==> config.mk <==
export PLATFORM = sky130hd
export DESIGN_NAME = pdb_front
export DESIGN_NICKNAME = d
export VERILOG_FILES = /design/src/rtl/pdb_pkg.sv /design/src/rtl/pdb_front.sv
export SDC_FILE = /design/constraint.sdc
export NUM_CORES = 1
export LEC_CHECK = 0
export BUFFER_PORTS_ARGS = -buffer_cell sky130_fd_sc_hd__buf_4
export CAP_MARGIN = 10
export CELL_PAD_IN_SITES_DETAIL_PLACEMENT = 0
export CELL_PAD_IN_SITES_GLOBAL_PLACEMENT = 1
export CORE_ASPECT_RATIO = 0.8
export CORE_MARGIN = 5
export CORE_UTILIZATION = 22
export DETAILED_ROUTE_END_ITERATION = 8
export HOLD_SLACK_MARGIN = 0.05
export PLACE_DENSITY = 0.73
export SLEW_MARGIN = 10
export SYNTH_ARGS = -nofsm -noshare
export SYNTH_HDL_FRONTEND = slang
export SYNTH_SLANG_ARGS = --single-unit
==> constraint.sdc <==
create_clock -name clk -period 0.8 [get_ports clk]
set_clock_uncertainty 0.1 [all_clocks]
set_input_delay 0.16 -clock clk [delete_from_list [all_inputs] [get_ports clk]]
set_output_delay 0.16 -clock clk [all_outputs]
set_load 0.005 [all_outputs]
==> src/rtl/pdb_pkg.sv <==
package pdb_pkg;
	typedef enum logic [3:0] {
		MODE_CLEAR = 4'd0, MODE_SRC = 4'd1, MODE_DST = 4'd2, MODE_SRC_OVER = 4'd3,
		MODE_DST_OVER = 4'd4, MODE_SRC_IN = 4'd5, MODE_DST_IN = 4'd6,
		MODE_SRC_OUT = 4'd7, MODE_DST_OUT = 4'd8, MODE_SRC_ATOP = 4'd9,
		MODE_DST_ATOP = 4'd10, MODE_XOR = 4'd11, MODE_DARKEN = 4'd12,
		MODE_LIGHTEN = 4'd13, MODE_KEEP_A = 4'd14, MODE_KEEP_B = 4'd15
	} mode_t;

	localparam logic [3:0] ModeReset = 4'd3;
	localparam logic [0:0] RegBlendMode = 1'b0;

	// Classified pixel beat handed from front to back.
	typedef struct packed {
		logic [31:0] src;
		logic [31:0] dst;
		logic [7:0]  cov;
		logic        last;
		mode_t       mode;
		logic        pass;  // result is the destination
		logic        full;  // no interpolation needed
	} beat_t;

	// (a*b*257 + 257) >> 16 for 8-bit operands.
	function automatic logic [7:0] mul8(input logic [7:0] a, input logic [7:0] b);
		logic [15:0] p;
		logic [24:0] t;
		p = a * b;
		t = 25'(p) * 25'd257 + 25'd257;
		return t[23:16];
	endfunction
endpackage

==> src/rtl/pdb_front.sv <==
module pdb_front
	import pdb_pkg::*;
(
	input  logic        clk,
	input  logic        arst_n,
	input  logic        in_vld,
	input  logic [31:0] src_pixel,
	input  logic [31:0] dst_pixel,
	input  logic [7:0]  coverage,
	input  logic        span_last,
	input  mode_t       mode,
	output logic        out_vld,
	output beat_t       out_beat
);
	beat_t b_d;

	// Classify the beat: destination pass-through and full coverage.
	always_comb begin
		b_d.src  = src_pixel;
		b_d.dst  = dst_pixel;
		b_d.cov  = coverage;
		b_d.last = span_last;
		b_d.mode = mode;
		b_d.pass = (coverage == 8'd0) || (mode == MODE_KEEP_A) || (mode == MODE_KEEP_B);
		b_d.full = (coverage == 8'hFF);
	end

	// Queue slot between the front and the back.
	always_ff @(posedge clk or negedge arst_n) begin
		if (!arst_n) begin
			out_vld <= 1'b0;
		end else begin
			out_vld <= in_vld;
		end
	end

	always_ff @(posedge clk) begin
		out_beat <= b_d;
	end
endmodule

==> Word-level counts from Yosys, hierarchy flattened <==
Cells that the tools add are included.
{ "word_totals": {"mem_bits_ro": 0, "n_memories": 0, "ff_bits": 80, "latchBits": 0, "out_inout_bits": 80, "mem_bits_rw": 0} }
{ "op_classes": {"shifts": 0, "mul": 0, "n_reduce_logical": 3, "n_div": 0, "add_sub_neg": 0, "n_eq_ne": 3, "n_mux": 0, "n_lt_le_gt_ge": 0, "bitwise_logic": 0} }
{ "ops": {"columns": ["operator", "n"], "rows": [
  ["$eq 4x4->1 const B", 2],
  ["$eq 8x8->1 const B", 1],
  ["$logic_not 8->1", 1],
  ["$logic_or 1x1->1", 2]
]} }

==> Logic depth before layout (Yosys ltp) <==
Gate-level depths: netlist (run 1).
{ "logic_depth": {"ltp_word": 3, "depth_mapped": 2, "ltp_nobuf": 2} }

==> Worst setup path after synthesis (run 1) <==
OpenSTA, ideal clock, no wires.
{ "synth_path": {"kind": "in2reg", "from": "input coverage[0]", "to": "register out_beat[1] (netlist bit)", "slack_ns": 0.098, "required_ns": 0.640, "stages": 2, "t_arrival_ns": 0.542, "setup_ns": 0.060, "cell_sequence": "nor4_1 -> a32o_1"} }
{ "synth_lines": {"columns": ["item", "line_no", "source"], "rows": [
  ["start, declared", "pdb_front.sv:9", "input logic [7:0] coverage,"],
  ["end signal, assigned", "pdb_front.sv:38", "out_beat <= b_d;"],
  ["end, declared", "pdb_front.sv:13", "output beat_t out_beat"]
]} }

==> Final worst setup path (run 1) <==
{ "layout_path": {"from": "register out_vld", "to": "output out_vld"} }
{ "layout_lines": {"columns": ["item", "line_no", "source"], "rows": [
  ["start, declared", "pdb_front.sv:12", "output logic out_vld,"],
  ["start signal, assigned", "pdb_front.sv:33", "out_vld <= in_vld;"]
]} }
No word-level cell between the ends.

==> results.toml, run 1 <==
[clocking]
cts_sinks = 80
cts_buffer_depth = 2
path_clk_slew_ns = 0.08
cts_tree = "yes"
root_buffer = "clkbuf_8"
htreeDepth = 3
cts_made_buffers = 9

[sta]
hold_violations = 0
slew_violations = 0
finalCriticalPeriod_ns = 1.10
rsz0062_at_grt = "yes"
worst_pin_slew_ns = 0.250
tns_ns = -18.50
finalSetupViolations = 84
relSlewSlack = 0.832
final.period_utilization = 1.37
whs_ns = 0.0385
setup_ws_ns = -0.298
fmax_ghz = 0.910

[detailed_routing]
ant_nets = 0
avgRoutedWirePerCell_um = 14.4
viasPerCell = 3.72
vias = 1616
drtIter0Drc = 26
wl_mm = 6.26
drcViolationCount = 0
dr.pass1.iters = 4

[finish]
fin_util = 0.589
fillers = 581
drive_gt1_frac = 0.692
antennaDiodeCount = 0
final_area_um2 = 4330
nets = 419
layout.cells.non_filler = 434
area_growth_pct = 163

[setup_path]
slowest_delay_ns = 0.38
cpMaxStageDelayCell = "dfrtp_1"
required_ns = 0.54
path_class = "reg2out"
cp_num_buf_inv = 1
cp.arrival_ns = 0.84
setup.worst_path.end_class = "output port"
path_delay_family = "flip-flops"
crit_fanout = 1
worstPathCellList = "buf_6"
startpoint_type = "flop"

[floorplan]
rows = 28
die-area_um2 = 9320
pin_count = 160
start_util = 0.224
die_w_um = 107
core_um2 = 7360
dieHeight_um = 87.4

[place]
dp.cells = 339
portBuffers = 159
place_ws_ns = -0.112
gp_congestion = 0.686
dpl_cell_area_um2 = 2980

[power]
irDropWorstVdd_mv = 1.09
powerDensity_nw_per_um2 = 2000
power_mw = 8.65
p_leak_nw = 2.00

[synth]
yosysUniqueCellTypes = 6
yosys.area.top_type = "dfxtp_1"
yosysWarnings = 0
synth_cells = 86
avgSynthCellArea_um2 = 19.1
netlist_area_um2 = 1650
synth.area.top_cells = "dfxtp_1 96%, dfrtp_1 1.5%, nand4_1 0.76%, nor4_1 0.76%, a32o_1 0.61%"
yosys.area.top_type_share = 0.961
synth-seq-cells = 80
syn-num-nets = 166
synth-seq-area-share = 0.976

[global_route]
grt_max_degree = 14
grt_pass1_wl_mm = 9.00
antenna_found_initial = 0
grt_pass1_vias = 1809
track_usage = 0.132
grt.overflow.total = 0

[outcome]
status = "finished with violations"
violations = "negative setup slack"

[min_path]
hold_class = "in2async"

[job]
maxCapViolCount = 0
## synth_stat cells
master and instances:
nand4_1 2, dfrtp_1 1, nor2_1 1, dfxtp_1 79, a32o_1 1, nor4_1 2
## cell families after synthesis
group / after synthesis / synth area share
AND/OR/NAND/NOR: 5 / 0.0175
AO/OA/AOI/OAI: 1 / 0.00608
flip-flops: 80 / 0.976
## cell type report
| type | instances | area, um2 | area share |
|---|---|---|---|
| timing repair buffer | 242 | 2280 | 0.526 |
| sequential | 80 | 1680 | 0.388 |
| clock buffer | 11 | 141 | 0.0326 |
| tap | 90 | 113 | 0.0260 |
| clock inverter | 5 | 80.1 | 0.0185 |
| multi-input combinational | 6 | 38.8 | 0.00896 |
## where the power goes
part	internal, mW	leakage, nW	switching, mW
Combinational	0.853	1.21	0.258
Clock	1.84	0.106	1.38
Sequential	4.22	0.679	0.0929
## what timing repair did
item / 4_1_cts / 5_1_grt
hold endpoints to repair: 81 / 10
setup buffers: 0 / 0
setup endpoints to repair: 80 / 82
hold buffers: 79 / 7
gates resized for setup: 48 / 82
pin swaps: 0 / 1
## cells in the final DEF (no fill, tap or decap)
master and instances:
dlygate4sd3_1 78, buf_6 69, clkbuf_1 1, clkbuf_8 10, a32o_1 1, nand4_1 2
buf_4 94, nor2_1 1, clkinvlp_4 2, dfxtp_2 60, dfrtp_1 1, dfxtp_1 19
nor4_1 2, clkinv_2 1, bufinv_16 2, dlymetal6s4s_1 1
## layer usage
metal  up-vias  part of all wire  track usage
li1        784                 -            -
met1       722              0.33        0.119
met2       100              0.55        0.240
met3        10              0.10       0.0815
met4         0             0.016       0.0499
met5         -                 0            0
## path summary, 6_finish.rpt
| kind | cells past startpoint | slack, ns | endpoint | from |
|---|---|---|---|---|
| min in group clk | 3 | 0.08 | out_beat[1] | coverage[3] |
| max in group asynchronous | 2 | 0.48 | out_vld | arst_n |
| worst min-delay path | 2 | 0.04 | out_vld | arst_n |
| worst max-delay path | 1 | -0.30 | out_vld | out_vld |
## state kept, by name (all words and copies together), names as in the netlist
register  cells
out_vld       1
out_beat     79
Power figures use the tool's default switching activity.
==> run 2: changes to the inputs <==
--- a/config.mk
+++ b/config.mk
@@ -14,7 +14,7 @@
 export CORE_UTILIZATION = 22
 export DETAILED_ROUTE_END_ITERATION = 8
 export HOLD_SLACK_MARGIN = 0.05
-export PLACE_DENSITY = 0.73
+export PLACE_DENSITY = 0.79
 export SLEW_MARGIN = 10
 export SYNTH_ARGS = -nofsm -noshare
 export SYNTH_HDL_FRONTEND = slang
==> run 2 against run 1 <==
The run ends with negative hold slack, negative setup slack left. Non-clock buffer count unchanged. Wire length grew 2.6%. Sequential power barely moved. First-iteration DRC count is 27% lower. Fmax increased by 0.14%. Combinational power barely moved. Count of clock-buffer cells in the layout rose by 1. Power decreased by 6.1%. Clock power is 17% lower. Cell count unchanged. Design area down 0.72%. Worst hold slack got worse by 0.10 ns. Critical endpoint unchanged.
==> results.toml, run 2 (same netlist as run 1, synthesis figures left out) <==
[outcome]
status = "finished with violations"
violations = "negative hold slack, negative setup slack"

[detailed_routing]
viasPerCell = 3.72
drcViolationCount = 0
wl_met1_mm = 2.15
vias = 1615
routed.top_layer = "met4"
ant_nets = 0
routed-wl-met2_mm = 3.47
dr.pass1.iters = 4
drtIter0Drc = 19
wl_mm = 6.42
avgRoutedWirePerCell_um = 14.8
wl_met3_um = 626

[clocking]
cts_sinks = 80
cts_tree = "yes"
path_clk_slew_ns = 0.08
root_buffer = "clkbuf_8"
post-cts-setup-buffers = 0
cts_made_buffers = 9
htreeDepth = 3
cts_buffer_depth = 2

[floorplan]
pin_count = 160
core_um2 = 7360
die_w_um = 107
rows = 28
dieHeight_um = 87.4
die-area_um2 = 9320
start_util = 0.224

[sta]
whs_ns = -0.0654
relSlewSlack = 0.817
final.period_utilization = 1.37
fmax_ghz = 0.912
slew_violations = 0
finalCriticalPeriod_ns = 1.10
hold_violations = 1
rsz0062_at_grt = "yes"
finalSetupViolations = 86
setup_ws_ns = -0.297
worst_pin_slew_ns = 0.271

[global_route]
grt.overflow.total = 0
antenna_found_initial = 0
track_usage = 0.129
grt_max_degree = 14
grt_pass1_vias = 1808
grt_pass1_wl_mm = 8.99

[power]
p_leak_nw = 1.97
powerDensity_nw_per_um2 = 1890
irDropWorstVdd_mv = 0.941

[finish]
area_growth_pct = 161
fillers = 583
nets = 419
largestRegisters = "out_beat x79, out_vld x1"
final_area_um2 = 4300
largest_reg_flops = 79
drive_gt1_frac = 0.712
top_register = "out_beat"
final_common_cell = "buf_4"
layout_common_cells = "94 x buf_4, 78 x dlygate4sd3_1, 70 x buf_6"
antennaDiodeCount = 0

[min_path]
min_from = "coverage[7]"
holdPathEnd = "out_beat[14]"
hold_path_depth = 2
hold_class = "in2reg"

[setup_path]
cp.arrival_ns = 0.84
worstPathCellList = "buf_6"
path_class = "reg2out"
setup.worst_path.end_class = "output port"
path_delay_family = "flip-flops"
crit_fanout = 1
required_ns = 0.54
cpMaxStageDelayCell = "dfrtp_1"
startpoint_type = "flop"
cp_num_buf_inv = 1
slowest_delay_ns = 0.38

[place]
portBuffers = 159
gp_congestion = 0.688
place_ws_ns = -0.0663
dpl_cell_area_um2 = 2990
hpwl_mm = 3.93

[job]
maxCapViolCount = 0
-- run 2: routing by layer --
| layer | global-route usage | up-vias |
|---|---|---|
| met3 | 0.0578 | 15 |
| li1 | - | 779 |
| met2 | 0.243 | 98 |
| met4 | 0.0650 | 0 |
| met5 | 0 | - |
| met1 | 0.118 | 723 |
-- run 2: stage by stage --
stage / hold WS (ns) / utilization / setup TNS, ns / std cells / power [mW]
after floorplan: -0.236 / - / 0 / 86 / 4.37
after global placement: -0.156 / 0.406 / -0.0903 / 340 / 5.02
after detailed placement: -0.158 / 0.406 / -0.0663 / 340 / 5.04
after CTS: 0.0242 / 0.564 / -20.19 / 435 / 8.13
after global routing: -0.0752 / 0.584 / -21.35 / 434 / 8.48
final: -0.0654 / 0.584 / -18.15 / 434 / 8.12
-- run 2: what timing repair did --
item	in CTS	in global routing
gates resized for setup	70	66
gates cloned	0	0
hold endpoints to repair	81	10
pin swaps	0	2
hold buffers	79	6
setup endpoints to repair	80	83
-- run 2: worst max-delay path by stage --
stage,startpoint,to,slack (ns),cells after the start
after floorplan,coverage[0],out_beat[1],0.1,2
after global placement,coverage[4],out_beat[1],-0.09,3
after detailed placement,coverage[0],out_beat[1],-0.07,3
after CTS,out_vld,out_vld,-0.30,1
after global routing,out_vld,out_vld,-0.33,1
final,out_vld,out_vld,-0.30,1
-- run 2: cell type report --
cell class,instances,area [um2],area share
Clock inverter,4,28.8,0.00669
Multi-Input combinational cell,6,38.8,0.00902
Clock buffer,12,155,0.0361
Timing Repair Buffer,242,2270,0.529
Sequential cell,80,1690,0.393
Tap cell,90,113,0.0262
-- run 2: power by group --
part | switching [mW] | leakage [nW] | internal [mW]
clock network | 1.38 | 0.0886 | 1.30
logic | 0.262 | 1.21 | 0.853
registers | 0.0966 | 0.679 | 4.23
total | 1.74 | 1.97 | 6.38
